**config.mk**
```make
export PLATFORM = sky130hd
export DESIGN_NAME = sphere_mesh_index_generator_flat
export DESIGN_NICKNAME = d
export VERILOG_FILES = /design/src/sv/smig_pkg.sv /design/src/sv/smig_req_if.sv /design/src/sv/smig_tri_if.sv /design/src/sv/sphere_mesh_index_generator.sv /design/src/flat_wrapper.sv
export SDC_FILE = /design/constraint.sdc
export NUM_CORES = 1
export LEC_CHECK = 0
export BUFFER_PORTS_ARGS = -buffer_cell sky130_fd_sc_hd__buf_2
export CAP_MARGIN = 10
export CORE_MARGIN = 2
export CORE_UTILIZATION = 38
export CTS_CLUSTER_SIZE = 8
export DETAILED_ROUTE_END_ITERATION = 7
export PLACE_DENSITY = 0.67
export SYNTH_ARGS = -nofsm -noshare
export SYNTH_HDL_FRONTEND = slang
export SYNTH_SLANG_ARGS = --single-unit
export TNS_END_PERCENT = 10
```
**constraint.sdc**
```tcl
create_clock -name clk -period 8.9 [get_ports clk]
set_input_delay 2.67 -clock clk [delete_from_list [all_inputs] [get_ports clk]]
set_output_delay 2.67 -clock clk [all_outputs]
set_load 0.03 [all_outputs]
```
**src/sv/smig_pkg.sv**
```systemverilog
`timescale 1ns / 1ps
// ----------------------------------------------------------------------------
// smig_pkg
// Shared types and constants of the sphere mesh index generator.
// ----------------------------------------------------------------------------
package smig_pkg;

	localparam int IDX_W  = 17;
	localparam int CFG_W  = 9;
	localparam int DATA_W = 32;
	localparam int ADDR_W = 3;

	localparam int DEF_MAX_SEGMENTS = 256;
	localparam int DEF_MAX_RINGS    = 256;

	localparam int MIN_SEGMENTS = 3;
	localparam int MIN_RINGS    = 1;

	localparam logic [CFG_W-1:0] RESET_SEGMENTS = CFG_W'(16);
	localparam logic [CFG_W-1:0] RESET_RINGS    = CFG_W'(8);

	// register index, taken from paddr[2]
	localparam logic REG_SEGMENTS = 1'b0;
	localparam logic REG_RINGS    = 1'b1;

	typedef enum logic [2:0] {
		SEC_TOP    = 3'b001,
		SEC_BAND   = 3'b010,
		SEC_BOTTOM = 3'b100
	} section_t;

endpackage

```
**src/sv/smig_req_if.sv**
```systemverilog
`timescale 1ns / 1ps
// ----------------------------------------------------------------------------
// smig_req_if
// Request channel: one transfer asks for the next triangle.
// ----------------------------------------------------------------------------
interface smig_req_if;
	logic valid;
	logic ready;
	logic restart;

	modport source (output valid, output restart, input ready);
	modport sink (input valid, input restart, output ready);
endinterface

```
**src/sv/smig_tri_if.sv**
```systemverilog
`timescale 1ns / 1ps
// ----------------------------------------------------------------------------
// smig_tri_if
// Triangle channel: three vertex indices and the end-of-mesh flag.
// ----------------------------------------------------------------------------
interface smig_tri_if;
	import smig_pkg::*;

	logic             valid;
	logic             ready;
	logic [IDX_W-1:0] first_index;
	logic [IDX_W-1:0] second_index;
	logic [IDX_W-1:0] third_index;
	logic             last_triangle;

	modport source (output valid, output first_index, output second_index,
		output third_index, output last_triangle, input ready);
	modport sink (input valid, input first_index, input second_index,
		input third_index, input last_triangle, output ready);
endinterface

```
**src/sv/sphere_mesh_index_generator.sv**
```systemverilog
`timescale 1ns / 1ps
// ----------------------------------------------------------------------------
// sphere_mesh_index_generator
// Walks the triangle list of a UV sphere: top-cap fan, bands, bottom-cap fan.
// ----------------------------------------------------------------------------
// a triangle is on the output in the cycle after its request transfer
// throughput: one triangle per cycle while triangle.ready is high, set by the single output register
// a new request is taken while the output register is empty or being drained
// reset: 16 segments, 8 rings, sequence at the first top-cap triangle
// any register write also restarts the sequence
module sphere_mesh_index_generator #(
	parameter int MAX_SEGMENTS = smig_pkg::DEF_MAX_SEGMENTS,
	parameter int MAX_RINGS    = smig_pkg::DEF_MAX_RINGS
) (
	input  logic                        clk,
	input  logic                        arst_n,
	input  logic                        psel,
	input  logic                        penable,
	input  logic                        pwrite,
	input  logic [smig_pkg::ADDR_W-1:0] paddr,
	input  logic [smig_pkg::DATA_W-1:0] pwdata,
	output logic [smig_pkg::DATA_W-1:0] prdata,
	output logic                        pready,
	smig_req_if.sink                    req,
	smig_tri_if.source                  triangle
);
	import smig_pkg::*;

	localparam int S_W    = $clog2(MAX_SEGMENTS + 1);
	localparam int SEG_W  = $clog2(MAX_SEGMENTS);
	localparam int R_W    = $clog2(MAX_RINGS + 1);

	// configuration
	logic [CFG_W-1:0] segs_q;
	logic [CFG_W-1:0] rings_q;
	logic             cfg_wr;

	// sequence state
	section_t         sec_q;
	logic [R_W-1:0]   band_q;
	logic [SEG_W-1:0] seg_q;
	logic             half_q;
	logic [IDX_W-1:0] base_q;

	// output register
	logic             out_valid_q;
	logic [IDX_W-1:0] a_q, b_q, c_q;
	logic             last_q;

	logic             accept;

	logic [S_W-1:0]   s_eff;
	logic [R_W-1:0]   r_eff;
	logic             restart_cond;
	section_t         cur_sec;
	logic [R_W-1:0]   cur_band;
	logic [SEG_W-1:0] cur_seg;
	logic             cur_half;
	logic [IDX_W-1:0] cur_base;
	logic [S_W-1:0]   seg_inc;
	logic             wrap;
	logic [SEG_W-1:0] j;
	logic [IDX_W-1:0] ui, uj, li, lj, low_base;
	logic [R_W-1:0]   band_inc;

	section_t         sec_d;
	logic [R_W-1:0]   band_d;
	logic [SEG_W-1:0] seg_d;
	logic             half_d;
	logic [IDX_W-1:0] base_d;
	logic [IDX_W-1:0] a_d, b_d, c_d;
	logic             last_d;

	assign pready = 1'b1;
	assign cfg_wr = psel && penable && pwrite && pready;

	always_comb begin
		case (paddr[2])
			REG_SEGMENTS: prdata = DATA_W'(segs_q);
			REG_RINGS:    prdata = DATA_W'(rings_q);
			default:      prdata = '0;
		endcase
	end

	always_ff @(posedge clk or negedge arst_n) begin
		if (!arst_n) begin
			segs_q  <= RESET_SEGMENTS;
			rings_q <= RESET_RINGS;
		end else if (cfg_wr) begin
			case (paddr[2])
				REG_SEGMENTS: segs_q <= pwdata[CFG_W-1:0];
				REG_RINGS:    rings_q <= pwdata[CFG_W-1:0];
				default:      segs_q <= segs_q;
			endcase
		end
	end

	// clamp the registers to the supported range
	always_comb begin
		if (32'(segs_q) < MIN_SEGMENTS)
			s_eff = S_W'(MIN_SEGMENTS);
		else if (32'(segs_q) > MAX_SEGMENTS)
			s_eff = S_W'(MAX_SEGMENTS);
		else
			s_eff = S_W'(segs_q);
		if (32'(rings_q) < MIN_RINGS)
			r_eff = R_W'(MIN_RINGS);
		else if (32'(rings_q) > MAX_RINGS)
			r_eff = R_W'(MAX_RINGS);
		else
			r_eff = R_W'(rings_q);
	end

	assign restart_cond = req.restart
		|| !(sec_q == SEC_TOP || sec_q == SEC_BAND || sec_q == SEC_BOTTOM)
		|| (S_W'(seg_q) >= s_eff);

	assign cur_sec  = restart_cond ? SEC_TOP : sec_q;
	assign cur_band = restart_cond ? '0 : band_q;
	assign cur_seg  = restart_cond ? '0 : seg_q;
	assign cur_half = restart_cond ? 1'b0 : half_q;
	assign cur_base = restart_cond ? IDX_W'(1) : base_q;

	// neighbor segment, wrapping to zero
	assign seg_inc  = S_W'(cur_seg) + S_W'(1);
	assign wrap     = (seg_inc == s_eff);
	assign j        = wrap ? '0 : seg_inc[SEG_W-1:0];

	assign low_base = cur_base + IDX_W'(s_eff);
	assign ui       = cur_base + IDX_W'(cur_seg);
	assign uj       = cur_base + IDX_W'(j);
	assign li       = low_base + IDX_W'(cur_seg);
	assign lj       = low_base + IDX_W'(j);
	assign band_inc = cur_band + R_W'(1);

	always_comb begin
		sec_d  = cur_sec;
		band_d = cur_band;
		seg_d  = cur_seg;
		half_d = cur_half;
		base_d = cur_base;
		last_d = 1'b0;
		a_d    = '0;
		b_d    = '0;
		c_d    = '0;
		case (cur_sec)
			SEC_TOP: begin
				a_d   = '0;
				b_d   = IDX_W'(cur_seg) + IDX_W'(1);
				c_d   = IDX_W'(j) + IDX_W'(1);
				seg_d = j;
				if (wrap) begin
					band_d = '0;
					base_d = IDX_W'(1);
					sec_d  = (r_eff > R_W'(1)) ? SEC_BAND : SEC_BOTTOM;
				end
			end
			SEC_BAND: begin
				if (!cur_half) begin
					a_d    = ui;
					b_d    = li;
					c_d    = lj;
					half_d = 1'b1;
				end else begin
					a_d    = lj;
					b_d    = uj;
					c_d    = ui;
					half_d = 1'b0;
					seg_d  = j;
					if (wrap) begin
						band_d = band_inc;
						base_d = low_base;
						if ({1'b0, band_inc} + (R_W+1)'(1) >= {1'b0, r_eff})
							sec_d = SEC_BOTTOM;
					end
				end
			end
			SEC_BOTTOM: begin
				// the upper ring of the cap is the current band base
				a_d = low_base;
				b_d = ui;
				c_d = uj;
				if (wrap) begin
					last_d = 1'b1;
					sec_d  = SEC_TOP;
					band_d = '0;
					seg_d  = '0;
					half_d = 1'b0;
					base_d = IDX_W'(1);
				end else begin
					seg_d = j;
				end
			end
			default: begin
				sec_d  = SEC_TOP;
				band_d = '0;
				seg_d  = '0;
				half_d = 1'b0;
				base_d = IDX_W'(1);
			end
		endcase
	end

	assign req.ready = !out_valid_q || triangle.ready;
	assign accept    = req.valid && req.ready;

	always_ff @(posedge clk or negedge arst_n) begin
		if (!arst_n) begin
			sec_q  <= SEC_TOP;
			band_q <= '0;
			seg_q  <= '0;
			half_q <= 1'b0;
			base_q <= IDX_W'(1);
		end else if (cfg_wr) begin
			sec_q  <= SEC_TOP;
			band_q <= '0;
			seg_q  <= '0;
			half_q <= 1'b0;
			base_q <= IDX_W'(1);
		end else if (accept) begin
			sec_q  <= sec_d;
			band_q <= band_d;
			seg_q  <= seg_d;
			half_q <= half_d;
			base_q <= base_d;
		end
	end

	always_ff @(posedge clk or negedge arst_n) begin
		if (!arst_n) begin
			out_valid_q <= 1'b0;
		end else if (accept) begin
			out_valid_q <= 1'b1;
		end else if (triangle.ready) begin
			out_valid_q <= 1'b0;
		end
	end

	always_ff @(posedge clk) begin
		if (accept) begin
			a_q    <= a_d;
			b_q    <= b_d;
			c_q    <= c_d;
			last_q <= last_d;
		end
	end

	assign triangle.valid         = out_valid_q;
	assign triangle.first_index   = a_q;
	assign triangle.second_index  = b_q;
	assign triangle.third_index   = c_q;
	assign triangle.last_triangle = last_q;

	// a waiting triangle blocks the next request
	a_stall_blocks: assert property (@(posedge clk) disable iff (!arst_n)
		(out_valid_q && !triangle.ready) |-> !req.ready)
		else $error("request taken while output is stalled");

	// after the final triangle the walk is back at the top cap
	a_last_wraps: assert property (@(posedge clk) disable iff (!arst_n)
		(accept && last_d && !cfg_wr) |=>
		(sec_q == SEC_TOP && seg_q == '0 && base_q == IDX_W'(1)))
		else $error("sequence did not return to the top after the last triangle");

	// the second triangle of a segment exists only inside a band
	a_half_in_band: assert property (@(posedge clk) disable iff (!arst_n)
		half_q |-> (sec_q == SEC_BAND))
		else $error("second-half flag set outside a band");

	// bands stop one short of the ring count
	a_band_range: assert property (@(posedge clk) disable iff (!arst_n)
		(sec_q == SEC_BAND && !cfg_wr) |->
		({1'b0, band_q} + (R_W+1)'(1) < {1'b0, r_eff}))
		else $error("band number beyond the last band");

endmodule
```
**src/flat_wrapper.sv**
```systemverilog
// flat-port wrapper written by rule: the top's interface ports become plain ports
module sphere_mesh_index_generator_flat import smig_pkg::*;
#(
	parameter int MAX_SEGMENTS = smig_pkg::DEF_MAX_SEGMENTS,
	parameter int MAX_RINGS    = smig_pkg::DEF_MAX_RINGS
)
  (clk, arst_n, psel, penable, pwrite, paddr, pwdata, prdata, pready, req_valid, req_restart, req_ready, triangle_valid, triangle_first_index, triangle_second_index, triangle_third_index, triangle_last_triangle, triangle_ready);
  smig_req_if req_i ();
  smig_tri_if triangle_i ();
  input  logic clk;
  input  logic arst_n;
  input  logic psel;
  input  logic penable;
  input  logic pwrite;
  input  logic [smig_pkg::ADDR_W-1:0] paddr;
  input  logic [smig_pkg::DATA_W-1:0] pwdata;
  output logic [smig_pkg::DATA_W-1:0] prdata;
  output logic pready;
  input wire logic [$bits(req_i.valid)-1:0] req_valid;
  input wire logic [$bits(req_i.restart)-1:0] req_restart;
  output wire logic [$bits(req_i.ready)-1:0] req_ready;
  output wire logic [$bits(triangle_i.valid)-1:0] triangle_valid;
  output wire logic [$bits(triangle_i.first_index)-1:0] triangle_first_index;
  output wire logic [$bits(triangle_i.second_index)-1:0] triangle_second_index;
  output wire logic [$bits(triangle_i.third_index)-1:0] triangle_third_index;
  output wire logic [$bits(triangle_i.last_triangle)-1:0] triangle_last_triangle;
  input wire logic [$bits(triangle_i.ready)-1:0] triangle_ready;
  assign req_i.valid = req_valid;
  assign req_i.restart = req_restart;
  assign req_ready = req_i.ready;
  assign triangle_valid = triangle_i.valid;
  assign triangle_first_index = triangle_i.first_index;
  assign triangle_second_index = triangle_i.second_index;
  assign triangle_third_index = triangle_i.third_index;
  assign triangle_last_triangle = triangle_i.last_triangle;
  assign triangle_i.ready = triangle_ready;
  sphere_mesh_index_generator #(.MAX_SEGMENTS(MAX_SEGMENTS), .MAX_RINGS(MAX_RINGS)) u_core (.clk(clk), .arst_n(arst_n), .psel(psel), .penable(penable), .pwrite(pwrite), .paddr(paddr), .pwdata(pwdata), .prdata(prdata), .pready(pready), .req(req_i), .triangle(triangle_i));
endmodule
```
==> results of run 1 <==
-- metrics by stage --
stage	cell area, um2	setup WS, ns	total power, uW	utilization (%)
6_report	10500	0.513	1680	42.0
5_1_grt	10500	0.0879	1760	42.0
4_1_cts	10500	0.614	1680	42.0
3_5_place_dp	10200	0.272	1240	40.8
3_3_place_gp	10200	0.332	1230	40.8
2_1_floorplan	9690	0.00131	1080	-
-- how the worst max path moves through the flow --
| stage | startpoint | to | slack (ns) | depth (start not counted) |
|---|---|---|---|---|
| 2_1_floorplan | req_restart | u_core.triangle.third_index[10] | 0.001 | 30 |
| 3_3_place_gp | req_restart | u_core.triangle.third_index[8] | 0.33 | 27 |
| 3_5_place_dp | req_restart | u_core.triangle.third_index[10] | 0.27 | 26 |
| 4_1_cts | req_restart | u_core.triangle.third_index[10] | 0.61 | 26 |
| 5_1_grt | req_restart | u_core.triangle.third_index[8] | 0.09 | 27 |
| 6_report | req_restart | u_core.triangle.third_index[10] | 0.51 | 26 |
-- critical path, stage by stage --
cell      delay, ns
buf_2          0.12
nor4b_2        0.25
a21oi_2        0.12
a221oi_4       0.40
nand2_1        0.19
inv_1          0.16
ha_1           0.21
nand3_1        0.20
nor3_1         0.47
o21ai_0        0.16
a211o_1        0.30
o211ai_1       0.23
and3_1         0.26
and2_2         0.22
nor2_1         0.10
ha_1           0.26
fa_1           0.45
a21o_1         0.18
a21oi_1        0.25
nor2b_1        0.08
o21a_1         0.19
o21ai_1        0.20
buf_4          0.19
nor3_1         0.08
xor2_1         0.19
a221o_1        0.37
-- flip-flops by register name (all words and copies together), names as in the netlist --
signal / flops
u_core.base_q: 17
u_core.triangle.valid: 1
u_core.triangle.last_triangle: 1
u_core.triangle.second_index: 17
u_core.triangle.first_index: 17
u_core.rings_q: 9
u_core.seg_q: 8
u_core.half_q: 1
u_core.sec_q: 3
u_core.band_q: 9
u_core.triangle.third_index: 17
u_core.segs_q: 9
-- power by group through the flow --
stage	Clock (uW)	Combinational [uW]	Sequential, uW
floorplan	0	439	642
global placement	0	605	626
detailed placement	0	610	628
CTS	445	615	617
global route	459	680	624
finish	437	623	618
-- area by class of cell --
class                           count  share of cell area, %
Clock inverter                      6                  0.738
Inverter                           42                   1.50
Multi-Input combinational cell    896                   58.1
Timing Repair Buffer               98                   5.09
Sequential cell                   109                   28.5
Clock buffer                       10                   2.18
Tap cell                          330                   3.93
-- per-layer routing --
| metal | vias to the layer above | GRT usage, % |
|---|---|---|
| met1 | 4081 | 28.6 |
| li1 | 4083 | - |
| met4 | 2 | 9.53 |
| met5 | - | 0 |
| met3 | 62 | 4.24 |
| met2 | 372 | 31.6 |
-- cell usage in the layout, fill, tap and decap left out, drive strengths merged, types with 10 or more instances in the layout --
cell    Yosys  final
nor2      101    101
clkbuf     37     10
conb        2     24
xnor2      59     59
buf        44     98
mux2       28     28
o21ai      68     68
nand3      32     32
mux2i      15     15
a22o       13     13
nor3       27     27
nand4      12     12
nor2b      11     11
xor2       31     31
dfrtp      53     53
o22ai      16     16
inv        41     44
o21a       13     13
nand2     113    113
and2       21     21
o221ai     13     13
nand2b     12     12
a21o       14     14
ha         64     64
a21oi      70     70
edfxtp     52     52
-- kinds of logic (layout without fill, tap and decap cells) --
kind of cell / count (synthesis) / count (layout) / share of synthesized area [%]
AOI/OAI and AO/OA: 299 / 299 / 21.4
other: 2 / 24 / 0.0782
and+or+nand+nor: 370 / 370 / 18.5
DFF: 109 / 109 / 31.1
muxes: 43 / 43 / 4.97
xor gates and xnor gates: 91 / 91 / 8.44
buffers and inverters: 123 / 156 / 6.12
adders and majority gates: 69 / 69 / 9.38
==> qor.yml, run 1 <==
vias_per_cell: 5.77
gp_congestion: 0.983
critPathArrivalTime_ns: 8.51
areaGrowthSynthToFinish_pct: 9.44
finClkSkew_ns: 0.0214
cts_tree: "built"
endpoint_kind: "flop"
final-max-slew-violation-count: 0
synth_commonest_cells: "nand2_1, nor2_1, a21oi_1"
numCtsBuffers: 9
syn_inst: 1106
drcViolationCount: 0
yosys.cell_types.count: 90
io_pins: 130
grt_max_degree: 59
setup_viol: 0
r2r-end: "u_core.triangle.third_index[10]"
met3_length_um: 2320
cts_resized: 0
maxCapViolCount: 0
whs_endpoint: "u_core.base_q[0]"
root_buffer: "clkbuf_16"
reg2reg_depth: 29
max-slew-margin-rel_pct: 15.1
drt_iter0_markers: 553
grt_pass1_vias: 8185
crit_type: "in2reg"
drive_above_1_share_pct: 14.9
dr_wl_met2_um: 12000
synthTopCellsByArea: "edfxtp_1, dfrtp_1, ha_1, xnor2_1, nand2_1"
tightest_slew_ns: 1.26
antenna_found_initial: 1
synth_top_area_cell: "edfxtp_1"
synth_top_area_share_pct: 16.3
clock-sinks: 109
detail_route.first_pass.iterations: 6
seqCellArea_um2: 2990
place_hpwl_um: 20100
layoutNonFillerInstCount: 1491
met1_length_um: 12300
seq_power_share_pct: 36.8
power_density_nw_per_um2: 160
synth_area_um2: 9610
fp.dieH_um: 163
status: "finished, final reports clean"
dieArea_um2: 26600
r2r_slack_ns: 1.09
clk_pin_slew_ns: 0.09
overflow: 0
highest_layer: "met5"
final_antenna_net_count: 0
num-fill-cells: 2492
clk_latency_ns: 0.38
power_switching_uw: 673
hold_depth: 2
gr-usage-all-layers_pct: 20.9
min_period_over_period_pct: 94.2
worstPathMaxFanout: 8
ctsHoldBuffers: 0
port_buffers: 80
num_antenna_cells: 0
hp-class: "reg2reg"
cellInternalPower_uw: 1010
worstReg2RegStart: "u_core.segs_q[7]"
hold-worst-slack_ns: 0.484
cts_setup_buffers: 0
num_vias: 8600
htreeDepth: 3
setup_tns_ns: 0
synth-edff-count: 52
cp_data_required_time_ns: 9.02
rows: 58
dp.cells: 1475
ir_worst_vdd_v: 0.000135
p_leak_uw: 0.00432
fmax_mhz: 119
hold_path_startpoint: "u_core.base_q[0]"
synth-seq-cells: 109
nets: 1268
start_util_pct: 38.4
power_frac_comb_pct: 37.1
yosysWarnings: 0
p_sw_share_pct: 40.1
rsz0062_at_grt: "false"
yosysSeqAreaShare_pct: 31.1
wirelength_um: 27400
grt_pass1_wl_um: 43400
multiInputGateArea_um2: 6110
cp-start-kind: "input port"
synth.most_common_cell: "nand2_1"
async_reset_ff_share_pct: 52.3
power_frac_clock_pct: 26.0
avgRoutedWirePerCell_um: 18.4
core_area_um2: 25000
min_period_ns: 8.39
dieWidth_um: 163
syn_area_per_cell_um2: 8.69
clockBufferDepth: 2
ys.flop_type: "dfrtp_1"
hold_viol: 0
(Power assumes the default switching activity.)
==> run 2: changes to the inputs <==
--- a/config.mk
+++ b/config.mk
@@ -7,6 +7,7 @@
 export LEC_CHECK = 0
 export BUFFER_PORTS_ARGS = -buffer_cell sky130_fd_sc_hd__buf_2
 export CAP_MARGIN = 10
+export CORE_ASPECT_RATIO = 1.4
 export CORE_MARGIN = 2
 export CORE_UTILIZATION = 38
 export CTS_CLUSTER_SIZE = 8
==> run 2 against run 1 <==
Compared with the run above:
- non-clock buffer count shrank 1
- global-route usage up 0.40 points
- combinational power about the same
- clock skew is 0.0038 ns lower
- sequential share of layout area rose by 0.11 points
- total power is 0.98% lower
- die area hardly changed
- worst hold slack got worse by 0.0011 ns
- clock-buffer cell count up 2
- critical path depth up 1
- clock power fell by 4%
- critical path type unchanged
- critical endpoint is now u_core.triangle.second_index[14]
- highest routed layer unchanged
==> qor.yml, run 2 (synthesized netlist as in run 1, its figures left out) <==
status: "finished, final reports clean"  # unchanged
setup_tns_ns: 0  # unchanged
power_frac_clock_pct: 25.3  # was 26.0%
avgRoutedWirePerCell_um: 18.8  # was 18.4 um
cp-start-kind: "input port"  # unchanged
gp_congestion: 0.962  # was 0.983
use_met2_pct: 35.9  # was 31.6%
min_period_ns: 8.15  # was 8.39 ns
busiest_layer: "met2"  # unchanged
seq_power_share_pct: 37.1  # was 36.8%
hold_viol: 0  # unchanged
root_buffer: "clkbuf_16"  # unchanged
ir_worst_vdd_v: 0.000112  # was 0.000135 V
globalRouteMet1Util_pct: 26.0  # was 28.6%
crit_start: "req_restart"  # unchanged
drt_iter0_markers: 576  # was 553
grt_pass1_vias: 8519  # was 8,185
critPathMaxStageDelay_ns: 0.45  # was 0.47 ns
tightest_slew_ns: 1.27  # was 1.26 ns
maxCapViolCount: 0  # unchanged
reg2reg_depth: 30  # was 29
hp-class: "reg2reg"  # unchanged
worstPathMaxFanout: 5  # was 8
power_frac_comb_pct: 37.6  # was 37.1%
critPathArrivalTime_ns: 8.23  # was 8.51 ns
num_antenna_cells: 0  # unchanged
r2r-end: "u_core.triangle.second_index[14]"  # was u_core.triangle.third_index[10]
preCtsSetupSlack_ns: 0.462  # was 0.272 ns
grt_max_degree: 58  # was 59
io_pins: 130  # unchanged
crit_buf_inv: 3  # unchanged
final_antenna_net_count: 0  # unchanged
crit_slowest_cell: "fa_1"  # was nor3_1
crit_type: "in2reg"  # unchanged
num-fill-cells: 2478  # was 2,492
port_buffers: 80  # unchanged
power_density_nw_per_um2: 159  # was 160 nW/um2
vias_per_cell: 5.86  # was 5.77
areaGrowthSynthToFinish_pct: 9.04  # was 9.44%
core_area_um2: 24800  # was 25,000 um2
wirelength_um: 27700  # was 27,400 um
worstReg2RegStart: "u_core.segs_q[6]"  # was u_core.segs_q[7]
cts_resized: 0  # unchanged
cellInternalPower_uw: 1010  # about the same
r2r_slack_ns: 1.33  # was 1.09 ns
setup_viol: 0  # unchanged
gr-usage-all-layers_pct: 21.3  # was 20.9%
cp_top_family: "simple AND/OR/NAND/NOR gates"  # was compound AO/OA/AOI/OAI gates
critPathCapture: "u_core.triangle.second_index[14]"  # was u_core.triangle.third_index[10]
clockBufferDepth: 2  # unchanged
fmax_mhz: 123  # was 119 MHz
cts_setup_buffers: 0  # unchanged
dieArea_um2: 26600  # about the same
grt_use_met3_pct: 3.04  # was 4.24%
min_period_over_period_pct: 91.6  # was 94.2%
clk_latency_ns: 0.37  # was 0.38 ns
dieWidth_um: 138  # was 163 um
antenna_found_initial: 1  # unchanged
detail_route.first_pass.iterations: 5  # was 6
max-slew-margin-rel_pct: 14.4  # was 15.1%
multiInputGateArea_um2: 6110  # unchanged
drive_above_1_share_pct: 14.7  # was 14.9%
rsz0062_at_grt: "false"  # unchanged
clock-sinks: 109  # unchanged
final_common_cell: "nand2_1"  # unchanged
clk_pin_slew_ns: 0.07  # was 0.09 ns
cp_data_required_time_ns: 8.98  # was 9.02 ns
power_switching_uw: 654  # was 673 uW
finClkSkew_ns: 0.0176  # was 0.0214 ns
finalWorstSetupSlack_ns: 0.750  # was 0.513 ns
htreeDepth: 3  # unchanged
p_leak_uw: 0.00432  # about the same
final_cell_mix: "nand2_1, nor2_1, buf_2, a21oi_1, ha_1"  # unchanged
cts_tree: "built"  # unchanged
drcViolationCount: 0  # unchanged
rows: 68  # was 58
fp.dieH_um: 192  # was 163 um
nets: 1267  # was 1,268
overflow: 0  # unchanged
numCtsBuffers: 9  # unchanged
num_vias: 8639  # was 8,600
cp.depth: 27  # was 26
start_util_pct: 38.8  # was 38.4%
grt_pass1_wl_um: 45000  # was 43,400 um
p_sw_share_pct: 39.4  # was 40.1%
fin_util_pct: 42.3  # was 42.0%
endpoint_kind: "flop"  # unchanged
seqCellArea_um2: 2990  # unchanged
place_hpwl_um: 20400  # was 20,100 um
ctsHoldBuffers: 0  # unchanged
final-max-slew-violation-count: 0  # unchanged
## run 2: cell count changes in the layout (fill, tap and decap cells not counted), sizes merged
| cell | change |
|---|---|
| buf | -1 |
| clkbuf | +2 |
| clkinvlp | -1 |
| inv | -1 |
## run 2: worst min-delay path: cells and delay by family (launching register included)
family | cells | cell delay, ns
buffers and inverters | 1 | 0.06
AOI/OAI and AO/OA | 1 | 0.06
DFF | 1 | 0.36
## run 2: worst min path at each step
stage	cells past startpoint	start	endpoint	slack, ns
2_1_floorplan	1	u_core.base_q[7]	u_core.base_q[7]	0.45
3_3_place_gp	2	u_core.base_q[0]	u_core.base_q[0]	0.46
5_1_grt	1	u_core.base_q[7]	u_core.base_q[7]	0.51
4_1_cts	2	u_core.base_q[0]	u_core.base_q[0]	0.48
3_5_place_dp	2	u_core.base_q[0]	u_core.base_q[0]	0.47
6_report	2	u_core.base_q[0]	u_core.base_q[0]	0.48
## run 2: layout make-up
| cell class | instances | area share, % |
|---|---|---|
| tap | 315 | 3.76 |
| sequential | 109 | 28.6 |
| inverter | 42 | 1.50 |
| clock buffer | 12 | 2.35 |
| multi-input combinational | 896 | 58.3 |
| timing repair buffer | 97 | 5.04 |
| clock inverter | 4 | 0.454 |
## run 2: metrics by stage
step                      power (uW)  cell area [um2]  hold slack (ns)  cells
final                           1660            10500            0.483   1475
after global routing            1750            10500            0.514   1475
after CTS                       1670            10500            0.483   1475
after detailed placement        1240            10200            0.471   1459
after global placement          1230            10200            0.461   1459
after floorplan                 1080             9690            0.448   1128
## run 2: power groups by stage
stage | Clock (uW) | Combinational, uW | Sequential [uW]
after global placement | 0 | 604 | 626
after detailed placement | 0 | 613 | 628
after CTS | 431 | 618 | 617
after global routing | 448 | 682 | 624
final | 420 | 625 | 617
after floorplan | 0 | 439 | 642
## run 2: routing by layer
| metal | part of all wire (%) | wire length, um |
|---|---|---|
| met3 | 6.2 | 1730 |
| met4 | 4.9 | 1350 |
| met1 | 42 | 11500 |
| met2 | 47 | 13100 |
| met5 | 0.047 | 13 |
